<file path="config.mk">
export PLATFORM = sky130hd
export DESIGN_NAME = midpoint_ellipse_rasterizer_top
export DESIGN_NICKNAME = d
export VERILOG_FILES = /design/src/sv/mer_pkg.sv /design/src/sv/midpoint_ellipse_rasterizer_top.sv /design/src/sv/mer_dp.sv /design/src/sv/mer_ctrl.sv
export SDC_FILE = /design/constraint.sdc
export NUM_CORES = 2
export LEC_CHECK = 0
export ABC_CLOCK_PERIOD_IN_PS = 13640
export BUFFER_PORTS_ARGS = -buffer_cell sky130_fd_sc_hd__buf_4
export CAP_MARGIN = 40
export CORE_UTILIZATION = 40
export DETAILED_ROUTE_END_ITERATION = 12
export HOLD_SLACK_MARGIN = 0.12
export SLEW_MARGIN = 20
export SYNTH_ARGS = -nofsm -noshare
export SYNTH_HDL_FRONTEND = slang
export SYNTH_SLANG_ARGS = --single-unit
</file>
<file path="constraint.sdc">
create_clock -name i_clk -period 13.64 [get_ports i_clk]
set_input_delay 0 -clock i_clk [delete_from_list [all_inputs] [get_ports i_clk]]
set_output_delay 0 -clock i_clk [all_outputs]
set_load 0.05 [all_outputs]
</file>
<file path="src/sv/mer_pkg.sv">
`timescale 1ns / 1ps
`default_nettype none

package mer_pkg;

    // Coordinate width of the center registers; every other datapath width follows from it.
    localparam int CB  = 10;
    localparam int RB  = CB - 1;         // radius width
    localparam int SQW = 2 * RB;         // width of a squared radius
    localparam int YW  = CB + 1;         // signed current y
    localparam int DW  = 3 * RB + 3;     // signed step terms dx and dy
    localparam int AW  = 4 * CB;         // signed decision value and accumulator
    localparam int MW  = 2 * CB + 1;     // multiplier operand width
    localparam int PW  = 2 * MW;         // multiplier product width
    localparam int PXW = CB + 2;         // signed pixel coordinate

    // Configuration port geometry.
    localparam int REG_IW = 2;
    localparam int REG_AW = REG_IW + 2;
    localparam int DATA_W = 32;

    localparam logic [REG_IW-1:0] REG_CENTER_X = 2'd0;
    localparam logic [REG_IW-1:0] REG_CENTER_Y = 2'd1;
    localparam logic [REG_IW-1:0] REG_RADIUS_X = 2'd2;
    localparam logic [REG_IW-1:0] REG_RADIUS_Y = 2'd3;

    // Multiplier operations.
    localparam logic [3:0] MUL_NONE = 4'd0;
    localparam logic [3:0] MUL_RX2  = 4'd1;  // rx * rx
    localparam logic [3:0] MUL_RY2  = 4'd2;  // ry * ry
    localparam logic [3:0] MUL_T    = 4'd3;  // rx2 * ry
    localparam logic [3:0] MUL_P    = 4'd4;  // x * (x + 1)
    localparam logic [3:0] MUL_A1   = 4'd5;  // ry2 * product
    localparam logic [3:0] MUL_S    = 4'd6;  // (y - 1) squared
    localparam logic [3:0] MUL_A2   = 4'd7;  // rx2 * product
    localparam logic [3:0] MUL_RR   = 4'd8;  // rx2 * ry2

    // Accumulator operations.
    localparam logic [2:0] ACC_HOLD = 3'd0;
    localparam logic [2:0] ACC_LOAD = 3'd1;
    localparam logic [2:0] ACC_ADD  = 3'd2;
    localparam logic [2:0] ACC_SUB  = 3'd3;
    localparam logic [2:0] ACC_RYSQ = 3'd4;  // ry2 - product

    // Point state updates.
    localparam logic [2:0] UPD_HOLD  = 3'd0;
    localparam logic [2:0] UPD_INIT  = 3'd1;
    localparam logic [2:0] UPD_R2DEC = 3'd2;
    localparam logic [2:0] UPD_STEP  = 3'd3;
    localparam logic [2:0] UPD_DEC   = 3'd4;

    typedef struct packed {
        logic       latch;
        logic [3:0] mop;
        logic [2:0] acc_op;
        logic [2:0] upd_op;
        logic       r2;
        logic       out_load;
        logic [1:0] out_idx;
        logic       out_fin;
    } t_cmd;

    typedef struct packed {
        logic dx_lt_dy;
        logic y_neg;
    } t_status;

endpackage

`default_nettype wire

</file>
<file path="src/sv/midpoint_ellipse_rasterizer_top.sv">
// Midpoint ellipse rasterizer.
// Program center_x, center_y, radius_x and radius_y over the APB-style port
// (byte addresses 0, 4, 8 and 12) while the block is idle. Then send words on
// the input channel: a word with start_req set loads the first point of the
// ellipse and produces nothing; each word with start_req clear produces the
// four symmetric pixels of the current point on the output channel, the
// fourth one flagged with last_of_point, and finished set on every pixel of
// the final point. Once the ellipse is done, advance words produce nothing.
// A start word squares the radii on the one shared multiplier and then sets up
// the first point. An advance word squares the radii, updates the point and
// then the decision, and sends the pixels one word per cycle while the
// receiver is ready. The first advance of region two also runs the
// multiply and accumulate sequence that forms the region-two decision value.
// The first pixel is loaded into the output register after the step update.
// The last pixel sits in the output register while the next word is accepted.
// A stalled receiver simply holds the pixel register and the sequencer waits.
// Reset clears the configuration registers, the sequencer and the point state;
// the block then ignores advances until a start word arrives.
`timescale 1ns / 1ps
`default_nettype none

module midpoint_ellipse_rasterizer_top (
    input  logic                                  i_clk,
    input  logic                                  i_rst_n,
    input  logic                                  psel,
    input  logic                                  penable,
    input  logic                                  pwrite,
    input  logic [mer_pkg::REG_AW-1:0]            paddr,
    input  logic [mer_pkg::DATA_W-1:0]            pwdata,
    output logic [mer_pkg::DATA_W-1:0]            prdata,
    output logic                                  pready,
    input  logic                                  i_valid,
    output logic                                  o_ready,
    input  logic                                  i_start_req,
    output logic                                  o_valid,
    input  logic                                  i_ready,
    output logic signed [mer_pkg::PXW-1:0]        o_pixel_x,
    output logic signed [mer_pkg::PXW-1:0]        o_pixel_y,
    output logic                                  o_last_of_point,
    output logic                                  o_finished
);
    import mer_pkg::*;

    logic [CB-1:0]     r_center_x, r_center_y;
    logic [RB-1:0]     r_radius_x, r_radius_y;
    logic [REG_IW-1:0] reg_idx;
    logic              reg_wr;
    t_cmd              cmd;
    t_status           status;

    // Register file. Writes complete in the access phase; the port never waits.
    assign pready  = 1'b1;
    assign reg_idx = paddr[REG_AW-1:2];
    assign reg_wr  = psel && penable && pwrite;

    always_ff @(posedge i_clk) begin
        if (!i_rst_n) begin
            r_center_x <= '0;
            r_center_y <= '0;
            r_radius_x <= '0;
            r_radius_y <= '0;
        end else if (reg_wr) begin
            case (reg_idx)
                REG_CENTER_X: r_center_x <= pwdata[CB-1:0];
                REG_CENTER_Y: r_center_y <= pwdata[CB-1:0];
                REG_RADIUS_X: r_radius_x <= pwdata[RB-1:0];
                REG_RADIUS_Y: r_radius_y <= pwdata[RB-1:0];
                default: begin
                end
            endcase
        end
    end

    always_comb begin
        case (reg_idx)
            REG_CENTER_X: prdata = DATA_W'(r_center_x);
            REG_CENTER_Y: prdata = DATA_W'(r_center_y);
            REG_RADIUS_X: prdata = DATA_W'(r_radius_x);
            REG_RADIUS_Y: prdata = DATA_W'(r_radius_y);
            default:      prdata = '0;
        endcase
    end

    // The sequencer owns the handshakes and the region; the datapath owns the
    // arithmetic, the point state and the pixel register.
    mer_ctrl u_ctrl (
        .i_clk       (i_clk),
        .i_rst_n     (i_rst_n),
        .i_valid     (i_valid),
        .o_ready     (o_ready),
        .i_start_req (i_start_req),
        .o_valid     (o_valid),
        .i_ready     (i_ready),
        .o_cmd       (cmd),
        .i_status    (status)
    );

    mer_dp u_dp (
        .i_clk           (i_clk),
        .i_rst_n         (i_rst_n),
        .i_cmd           (cmd),
        .o_status        (status),
        .i_center_x      (r_center_x),
        .i_center_y      (r_center_y),
        .i_radius_x      (r_radius_x),
        .i_radius_y      (r_radius_y),
        .o_pixel_x       (o_pixel_x),
        .o_pixel_y       (o_pixel_y),
        .o_last_of_point (o_last_of_point),
        .o_finished      (o_finished)
    );

`ifndef SYNTHESIS
    // An accepted word leaves the sequencer busy in the cycle after it.
    a_busy_after_accept: assert property (@(posedge i_clk) disable iff (!i_rst_n)
        (i_valid && o_ready) |=> !o_ready)
        else $error("input accepted on two consecutive cycles");

    // The four pixels of a point leave without gaps when the receiver takes them.
    a_point_no_gap: assert property (@(posedge i_clk) disable iff (!i_rst_n)
        (o_valid && i_ready && !o_last_of_point) |=> o_valid)
        else $error("gap inside the pixels of one point");

    // The word after the last pixel of a point starts a new point.
    a_last_not_repeated: assert property (@(posedge i_clk) disable iff (!i_rst_n)
        (o_valid && i_ready && o_last_of_point) |=> (!o_valid || !o_last_of_point))
        else $error("last pixel flag on two consecutive words");
`endif

endmodule

`default_nettype wire

</file>
<file path="src/sv/mer_dp.sv">
`timescale 1ns / 1ps
`default_nettype none

module mer_dp (
    input  logic                              i_clk,
    input  logic                              i_rst_n,
    input  mer_pkg::t_cmd                     i_cmd,
    output mer_pkg::t_status                  o_status,
    input  logic [mer_pkg::CB-1:0]            i_center_x,
    input  logic [mer_pkg::CB-1:0]            i_center_y,
    input  logic [mer_pkg::RB-1:0]            i_radius_x,
    input  logic [mer_pkg::RB-1:0]            i_radius_y,
    output logic signed [mer_pkg::PXW-1:0]    o_pixel_x,
    output logic signed [mer_pkg::PXW-1:0]    o_pixel_y,
    output logic                              o_last_of_point,
    output logic                              o_finished
);
    import mer_pkg::*;

    typedef logic signed [AW-1:0]  t_dec;
    typedef logic signed [DW-1:0]  t_step;
    typedef logic [MW-1:0]         t_mop;
    typedef logic signed [PXW-1:0] t_pix;

    logic [RB-1:0]          r_rx, r_ry;
    logic [SQW-1:0]         r_rx2, r_ry2;
    logic [PW-1:0]          r_prod;
    t_dec                   r_acc;
    logic [CB-1:0]          r_x, r_px;
    logic signed [YW-1:0]   r_y, r_py;
    t_step                  r_dx, r_dy;
    t_dec                   r_dec;
    logic                   r_plain;
    t_pix                   r_pix_x, r_pix_y;
    logic                   r_last, r_fin;

    t_mop                   op_a, op_b;
    logic [PW-1:0]          mul_p;
    logic [CB:0]            x_inc;
    logic signed [YW-1:0]   ym1;
    logic [YW-1:0]          ym1_abs;
    t_step                  ry2_step, rx2_step;
    t_dec                   prod_d, rx2_d, ry2_d, dx_d, dy_d, dec_term, dec_const;
    logic                   step_plain;
    t_pix                   px_e, py_e, cx_e, cy_e;

    // Quarter-scale start values are truncated toward zero.
    function automatic t_dec trunc_quarter(input t_dec a, input logic [SQW-1:0] b);
        t_dec q;
        q = a + t_dec'(b >> 2);
        if (q[AW-1] && (b[1:0] != 2'b00)) begin
            q = q + t_dec'(1);
        end
        return q;
    endfunction

    assign x_inc   = {1'b0, r_x} + {{CB{1'b0}}, 1'b1};
    assign ym1     = r_y - {{(YW-1){1'b0}}, 1'b1};
    assign ym1_abs = ym1[YW-1] ? (~ym1 + {{(YW-1){1'b0}}, 1'b1}) : ym1;

    // Single shared multiplier.
    always_comb begin
        case (i_cmd.mop)
            MUL_RX2: begin
                op_a = t_mop'(r_rx);
                op_b = t_mop'(r_rx);
            end
            MUL_RY2: begin
                op_a = t_mop'(r_ry);
                op_b = t_mop'(r_ry);
            end
            MUL_T: begin
                op_a = t_mop'(r_rx2);
                op_b = t_mop'(r_ry);
            end
            MUL_P: begin
                op_a = t_mop'(r_x);
                op_b = t_mop'(x_inc);
            end
            MUL_A1: begin
                op_a = t_mop'(r_ry2);
                op_b = r_prod[MW-1:0];
            end
            MUL_S: begin
                op_a = t_mop'(ym1_abs);
                op_b = t_mop'(ym1_abs);
            end
            MUL_A2: begin
                op_a = t_mop'(r_rx2);
                op_b = r_prod[MW-1:0];
            end
            MUL_RR: begin
                op_a = t_mop'(r_rx2);
                op_b = t_mop'(r_ry2);
            end
            default: begin
                op_a = '0;
                op_b = '0;
            end
        endcase
    end

    assign mul_p = op_a * op_b;

    assign ry2_step = t_step'({r_ry2, 1'b0});
    assign rx2_step = t_step'({r_rx2, 1'b0});
    assign prod_d   = r_prod[AW-1:0];
    assign rx2_d    = t_dec'(r_rx2);
    assign ry2_d    = t_dec'(r_ry2);
    assign dx_d     = t_dec'(r_dx);
    assign dy_d     = t_dec'(r_dy);

    // Region one steps along x alone unless the decision is non-negative; region two
    // steps along y alone unless the decision is not positive.
    assign step_plain = i_cmd.r2 ? (!r_dec[AW-1] && (r_dec != '0)) : r_dec[AW-1];

    always_comb begin
        if (r_plain) begin
            dec_term = i_cmd.r2 ? -dy_d : dx_d;
        end else begin
            dec_term = dx_d - dy_d;
        end
        dec_const = i_cmd.r2 ? rx2_d : ry2_d;
    end

    always_ff @(posedge i_clk) begin
        if (i_cmd.latch) begin
            r_rx <= i_radius_x;
            r_ry <= i_radius_y;
        end
        case (i_cmd.mop)
            MUL_NONE: begin
            end
            MUL_RX2: begin
                r_rx2 <= mul_p[SQW-1:0];
            end
            MUL_RY2: begin
                r_ry2 <= mul_p[SQW-1:0];
            end
            default: begin
                r_prod <= mul_p;
            end
        endcase
        case (i_cmd.acc_op)
            ACC_LOAD: r_acc <= prod_d;
            ACC_ADD:  r_acc <= r_acc + prod_d;
            ACC_SUB:  r_acc <= r_acc - prod_d;
            ACC_RYSQ: r_acc <= ry2_d - prod_d;
            default: begin
            end
        endcase
    end

    always_ff @(posedge i_clk) begin
        if (!i_rst_n) begin
            r_x     <= '0;
            r_y     <= '0;
            r_dx    <= '0;
            r_dy    <= '0;
            r_dec   <= '0;
            r_plain <= 1'b0;
        end else begin
            case (i_cmd.upd_op)
                UPD_INIT: begin
                    r_x   <= '0;
                    r_y   <= {{(YW-RB){1'b0}}, r_ry};
                    r_dx  <= '0;
                    r_dy  <= {r_prod[DW-2:0], 1'b0};
                    r_dec <= trunc_quarter(r_acc, r_rx2);
                end
                UPD_R2DEC: begin
                    r_dec <= trunc_quarter(r_acc, r_ry2);
                end
                UPD_STEP: begin
                    r_plain <= step_plain;
                    if (!i_cmd.r2) begin
                        r_x  <= x_inc[CB-1:0];
                        r_dx <= r_dx + ry2_step;
                        if (!step_plain) begin
                            r_y  <= ym1;
                            r_dy <= r_dy - rx2_step;
                        end
                    end else begin
                        r_y  <= ym1;
                        r_dy <= r_dy - rx2_step;
                        if (!step_plain) begin
                            r_x  <= x_inc[CB-1:0];
                            r_dx <= r_dx + ry2_step;
                        end
                    end
                end
                UPD_DEC: begin
                    r_dec <= r_dec + dec_term + dec_const;
                end
                default: begin
                end
            endcase
        end
    end

    always_ff @(posedge i_clk) begin
        if (i_cmd.upd_op == UPD_STEP) begin
            r_px <= r_x;
            r_py <= r_y;
        end
    end

    // Symmetric pixels: bit 0 of the index mirrors x, bit 1 mirrors y.
    assign px_e = {2'b00, r_px};
    assign py_e = {r_py[YW-1], r_py};
    assign cx_e = {2'b00, i_center_x};
    assign cy_e = {2'b00, i_center_y};

    always_ff @(posedge i_clk) begin
        if (i_cmd.out_load) begin
            r_pix_x <= i_cmd.out_idx[0] ? (cx_e - px_e) : (cx_e + px_e);
            r_pix_y <= i_cmd.out_idx[1] ? (cy_e - py_e) : (cy_e + py_e);
            r_last  <= (i_cmd.out_idx == 2'd3);
            r_fin   <= i_cmd.out_fin;
        end
    end

    assign o_status.dx_lt_dy = (r_dx < r_dy);
    assign o_status.y_neg    = r_y[YW-1];

    assign o_pixel_x       = r_pix_x;
    assign o_pixel_y       = r_pix_y;
    assign o_last_of_point = r_last;
    assign o_finished      = r_fin;

endmodule

`default_nettype wire

</file>
<file path="src/sv/mer_ctrl.sv">
`timescale 1ns / 1ps
`default_nettype none

module mer_ctrl (
    input  logic              i_clk,
    input  logic              i_rst_n,
    input  logic              i_valid,
    output logic              o_ready,
    input  logic              i_start_req,
    output logic              o_valid,
    input  logic              i_ready,
    output mer_pkg::t_cmd     o_cmd,
    input  mer_pkg::t_status  i_status
);
    import mer_pkg::*;

    localparam logic [4:0] S_IDLE = 5'd0;
    localparam logic [4:0] S_MRX  = 5'd1;
    localparam logic [4:0] S_MRY  = 5'd2;
    localparam logic [4:0] S_MT   = 5'd3;
    localparam logic [4:0] S_SA   = 5'd4;
    localparam logic [4:0] S_SB   = 5'd5;
    localparam logic [4:0] S_P    = 5'd6;
    localparam logic [4:0] S_A1   = 5'd7;
    localparam logic [4:0] S_S    = 5'd8;
    localparam logic [4:0] S_A2   = 5'd9;
    localparam logic [4:0] S_C    = 5'd10;
    localparam logic [4:0] S_D    = 5'd11;
    localparam logic [4:0] S_E    = 5'd12;
    localparam logic [4:0] S_U1   = 5'd13;
    localparam logic [4:0] S_U2   = 5'd14;
    localparam logic [4:0] S_EMIT = 5'd15;

    localparam logic [1:0] REGION_IDLE = 2'd0;
    localparam logic [1:0] REGION_ONE  = 2'd1;
    localparam logic [1:0] REGION_TWO  = 2'd2;

    logic [4:0] r_state, n_state;
    logic [1:0] r_region, n_region;
    logic       r_start, n_start;
    logic [1:0] r_idx, n_idx;
    logic       r_fin, n_fin;
    logic       r_ovalid, n_ovalid;
    t_cmd       cmd;
    logic       fin_now;

    assign o_ready = (r_state == S_IDLE);
    assign o_valid = r_ovalid;
    assign o_cmd   = cmd;

    assign fin_now = (r_region == REGION_TWO) ? i_status.y_neg
                                              : (!i_status.dx_lt_dy && i_status.y_neg);

    always_comb begin
        n_state  = r_state;
        n_region = r_region;
        n_start  = r_start;
        n_idx    = r_idx;
        n_fin    = r_fin;
        cmd      = '0;
        cmd.r2   = (r_region == REGION_TWO);
        case (r_state)
            S_IDLE: begin
                if (i_valid) begin
                    cmd.latch = 1'b1;
                    n_start   = i_start_req;
                    n_state   = S_MRX;
                end
            end
            S_MRX: begin
                cmd.mop = MUL_RX2;
                n_state = S_MRY;
            end
            S_MRY: begin
                cmd.mop = MUL_RY2;
                if (r_start) begin
                    n_state = S_MT;
                end else begin
                    case (r_region)
                        REGION_ONE: begin
                            n_state = i_status.dx_lt_dy ? S_U1 : S_P;
                        end
                        REGION_TWO: begin
                            if (i_status.y_neg) begin
                                n_region = REGION_IDLE;
                                n_state  = S_IDLE;
                            end else begin
                                n_state = S_U1;
                            end
                        end
                        default: begin
                            n_state = S_IDLE;
                        end
                    endcase
                end
            end
            S_MT: begin
                cmd.mop = MUL_T;
                n_state = S_SA;
            end
            S_SA: begin
                cmd.acc_op = ACC_RYSQ;
                n_state    = S_SB;
            end
            S_SB: begin
                cmd.upd_op = UPD_INIT;
                n_region   = REGION_ONE;
                n_state    = S_IDLE;
            end
            S_P: begin
                cmd.mop = MUL_P;
                n_state = S_A1;
            end
            S_A1: begin
                cmd.mop = MUL_A1;
                n_state = S_S;
            end
            S_S: begin
                cmd.mop    = MUL_S;
                cmd.acc_op = ACC_LOAD;
                n_state    = S_A2;
            end
            S_A2: begin
                cmd.mop = MUL_A2;
                n_state = S_C;
            end
            S_C: begin
                cmd.mop    = MUL_RR;
                cmd.acc_op = ACC_ADD;
                n_state    = S_D;
            end
            S_D: begin
                cmd.acc_op = ACC_SUB;
                n_state    = S_E;
            end
            S_E: begin
                cmd.upd_op = UPD_R2DEC;
                if (i_status.y_neg) begin
                    n_region = REGION_IDLE;
                    n_state  = S_IDLE;
                end else begin
                    n_region = REGION_TWO;
                    n_state  = S_U1;
                end
            end
            S_U1: begin
                cmd.upd_op = UPD_STEP;
                n_state    = S_U2;
            end
            S_U2: begin
                cmd.upd_op = UPD_DEC;
                n_fin      = fin_now;
                n_idx      = 2'd0;
                if (fin_now) begin
                    n_region = REGION_IDLE;
                end
                n_state = S_EMIT;
            end
            S_EMIT: begin
                if (!r_ovalid || i_ready) begin
                    cmd.out_load = 1'b1;
                    cmd.out_idx  = r_idx;
                    cmd.out_fin  = r_fin;
                    n_idx        = r_idx + 2'd1;
                    if (r_idx == 2'd3) begin
                        n_state = S_IDLE;
                    end
                end
            end
            default: begin
                n_state = S_IDLE;
            end
        endcase
    end

    assign n_ovalid = cmd.out_load ? 1'b1 : (i_ready ? 1'b0 : r_ovalid);

    always_ff @(posedge i_clk) begin
        if (!i_rst_n) begin
            r_state  <= S_IDLE;
            r_region <= REGION_IDLE;
            r_start  <= 1'b0;
            r_idx    <= 2'd0;
            r_fin    <= 1'b0;
            r_ovalid <= 1'b0;
        end else begin
            r_state  <= n_state;
            r_region <= n_region;
            r_start  <= n_start;
            r_idx    <= n_idx;
            r_fin    <= n_fin;
            r_ovalid <= n_ovalid;
        end
    end

endmodule

`default_nettype wire

</file>
==> results.py <==
metrics = {
    "status": {
        "status": "complete, no violations",
    },
    "timing": {
        "finalSetupViolCount": 0,
        "rsz0062_at_grt": "no",
        "hold_violations": 0,
        "worstMarginPinSlew_ns": 0.9112,
        "max_freq_mhz": 96.99,
        "relSlewSlack_pct": 39.25,
        "fin_crit_sh_pct": 75.59,
        "period_needed_ns": 10.31,
        "setup_tns_ns": 0,
        "clock_skew_ns": 0.02217,
        "slew_viol_final": 0,
    },
    "synthesis": {
        "ys_ff_latch": 349,
        "synth_cells": 5210,
        "yosysTopAreaCellShare_pct": 15.23,
        "yosysMostFrequentCell": "inv_1",
        "netlist_area_sq_mm": 0.04364,
        "synthTopCellsByArea": "fa_1, edfxtp_1, ha_1, dfxtp_1, xnor2_1",
        "synth_flop_cell": "edfxtp_1",
        "async_flop_share_pct": 0,
        "synth_area_per_cell_sq_um": 8.376,
        "ys_seq_area_share_pct": 20.14,
        "synthTopCellsByCount": "inv_1, nor2_1, nand2_1",
        "synth_edf_count": 180,
        "synth_cell_types": 100,
        "synth.largest_area_cell": "fa_1",
        "ys_warn_count": 0,
    },
    "clock_network": {
        "htree_num_levels": 2,
        "cts.clk_slew.worst_paths_ns": 0.06,
        "clk_path_buf_depth": 3,
        "post-cts-setup-buffers": 0,
        "clk_latency_ns": 0.62,
        "cts_num_sinks": 349,
        "postCtsResizedCells": 0,
        "cts_tree": "built",
        "cts_root_buf": "clkbuf_16",
        "cts_buffers": 45,
    },
    "worst_setup_path": {
        "r2r-start": "u_ctrl.r_state[1]",
        "rr_endpoint": "u_dp.r_prod[37]",
        "r2r_slack_ns": 3.33,
        "crit_fanout": 21,
        "cp-startpoint": "u_ctrl.r_state[1]",
        "crit_arrival_ns": 10.76,
        "worstPathRequired_ns": 14.09,
        "end_kind": "flop",
        "cp_slowest_cell": "dfxtp_1",
        "crit_end": "u_dp.r_prod[37]",
        "reg2reg_depth": 29,
        "crit_path_start_kind": "flop",
        "crit_top_cell": "fa_1",
        "cp_slowest_stage_delay_ns": 0.88,
        "crit_type": "reg2reg",
    },
    "routing": {
        "firstDrtPassIters": 6,
        "routedWlPerCell_um": 21.43,
        "vias": 38600,
        "viasPerCell": 5.807,
        "ant_nets": 0,
        "drc": 0,
        "drtIter0Drc": 3370,
        "drt-total-wl_um": 142500,
    },
    "power_and_ir_drop": {
        "irDropWorstVdd_v": 0.0001010,
        "p_leak_nw": 20.56,
        "power.density_mw_per_mm2": 66.76,
    },
    "grt": {
        "use_met1_pct": 36.09,
        "grt_pass1_wl_um": 218600,
        "grt_pass1_vias": 36950,
        "grt_max_degree": 81,
        "grtUsageMet3_pct": 3.305,
        "grt_use_met2_pct": 40.88,
        "grt-busiest-layer": "met2",
        "grt.overflow.total": 0,
        "antenna_found_initial": 7,
        "grt_usage_pct": 25.34,
    },
    "floorplanning": {
        "die_width_um": 332.3,
        "dieHeight_um": 332.3,
        "start_util_pct": 40.53,
        "die_area_sq_mm": 0.1104,
        "coreArea_sq_mm": 0.1077,
        "num_io_pins": 105,
        "row_count": 120,
    },
    "place": {
        "placed_cell_area_sq_mm": 0.04568,
        "placement.io_buffers": 57,
        "gp_congestion": 0.9524,
        "dpl.cell_count": 6528,
        "hpwlAfterDp_um": 111900,
    },
    "flow_run": {
        "max_cap_violations": 0,
    },
    "cells_and_area": {
        "final_layout_size_suffix_gt1_share_pct": 6.543,
        "nets": 5952,
        "instances_no_fill": 6647,
        "final_area_sq_mm": 0.04757,
        "area_growth_syn_to_layout_pct": 9.020,
    },
    "hold_path": {
        "hp-class": "in2reg",
    },
}
## routing by layer
metal  routed length [um]  up-vias
li1                     -    18090
met2                64990     1294
met4                 2663        2
met3                10800      153
met1                63990    19060
met5                   12        -
## cells in the final DEF, fill, tap and decap left out, types with 19 or more instances in the layout
cell and count:
and3_1 43, edfxtp_1 180, mux2i_1 67, inv_1 521
a221oi_1 22, a21oi_1 320, o21bai_1 26, nand2_1 471
nand3_1 113, a222oi_1 22, nor3_1 93, a21o_1 126
conb_1 24, or2_2 25, ha_1 368, nand2b_1 74
a211oi_1 63, and2_1 37, dfxtp_1 168, a22oi_1 52
buf_4 135, a31oi_1 33, nor4_1 39, o21a_1 31
nor2b_1 56, o22ai_1 19, xor2_1 141, xnor2_1 271
nand4_1 53, dlygate4sd3_1 30, o211ai_1 43, or3_1 40
nor2_1 514, mux2_2 21, o31ai_1 32, fa_1 332
o21ai_0 263, clkbuf_16 47
## report_power, final
group / internal (mW) / switching [mW] / total [mW] / leakage, nW
clock: 0.705 / 0.529 / 1.23 / 0.732
sequential: 1.13 / 0.0608 / 1.19 / 3.02
combinational: 0.268 / 0.481 / 0.748 / 16.8
total: 2.11 / 1.07 / 3.18 / 20.6
## timing repair
action | 4_1_cts | 5_1_grt
endpoints found under the hold margin | 94 | 0
hold buffers | 30 | 0
setup endpoints to repair | 0 | 0
## cell families after synthesis
group	after synthesis	share of synthesized area [%]
mux	100	2.655
flops	349	20.14
xor+xnor	412	8.269
compound gates	1229	18.53
simple gates	1640	17.63
buf+inv	777	6.953
other cells	2	0.01721
fa+ha+maj	701	25.81
## how the worst min path moves through the flow
stage	from	end	cells after the start
after floorplan	pwdata[0]	r_radius_x[0]	2
after global placement	pwdata[9]	r_center_x[9]	3
after detailed placement	pwdata[9]	r_center_x[9]	3
after CTS	pwdata[9]	r_center_y[9]	4
after global routing	pwdata[0]	r_radius_y[0]	4
final	pwdata[9]	r_center_y[9]	4
## cell type report
type / count / area, sq um
fillers: 10630 / 60080
multi-input cells: 4106 / 32000
flip-flops and latches: 349 / 8790
inverters: 524 / 1969
well taps: 1403 / 1755
repair buffers: 181 / 1544
clock buffers: 54 / 1222
clock inverters: 28 / 290.3
diodes: 2 / 5.005
## critical path, delay by kind of cell (launching register included)
| family | cells | cell delay (ns) |
|---|---|---|
| fa+ha+maj | 7 | 3.42 |
| buf+inv | 3 | 0.14 |
| simple gates | 5 | 2.06 |
| flops | 1 | 0.88 |
| compound gates | 14 | 3.63 |
## metrics by stage
step	power, mW	setup WS (ns)	hold WS, ns	utilization, %
2_1_floorplan	1.703	3.557	0.1439	-
3_3_place_gp	1.930	3.351	0.2501	42.27
3_5_place_dp	1.941	3.379	0.2591	42.43
4_1_cts	3.184	3.337	0.1661	44.12
5_1_grt	3.299	2.780	0.1833	44.19
6_report	3.176	3.330	0.1949	44.19
## sequential cells by signal (all words and copies together) (netlist names), 2 cells and up
register         count
u_dp.r_acc          40
u_dp.r_dec          40
u_dp.r_prod         39
u_dp.r_dx           29
u_dp.r_dy           29
u_dp.r_rx2          18
u_dp.r_ry2          18
u_dp.o_pixel_x      12
u_dp.o_pixel_y      12
u_dp.r_py           11
u_dp.r_y            11
r_center_x          10
r_center_y          10
u_dp.r_px           10
u_dp.r_x            10
r_radius_x           9
r_radius_y           9
u_dp.r_rx            9
u_dp.r_ry            9
u_ctrl.r_state       4
u_ctrl.r_idx         2
u_ctrl.r_region      2
Power figures use the tool's default switching activity.
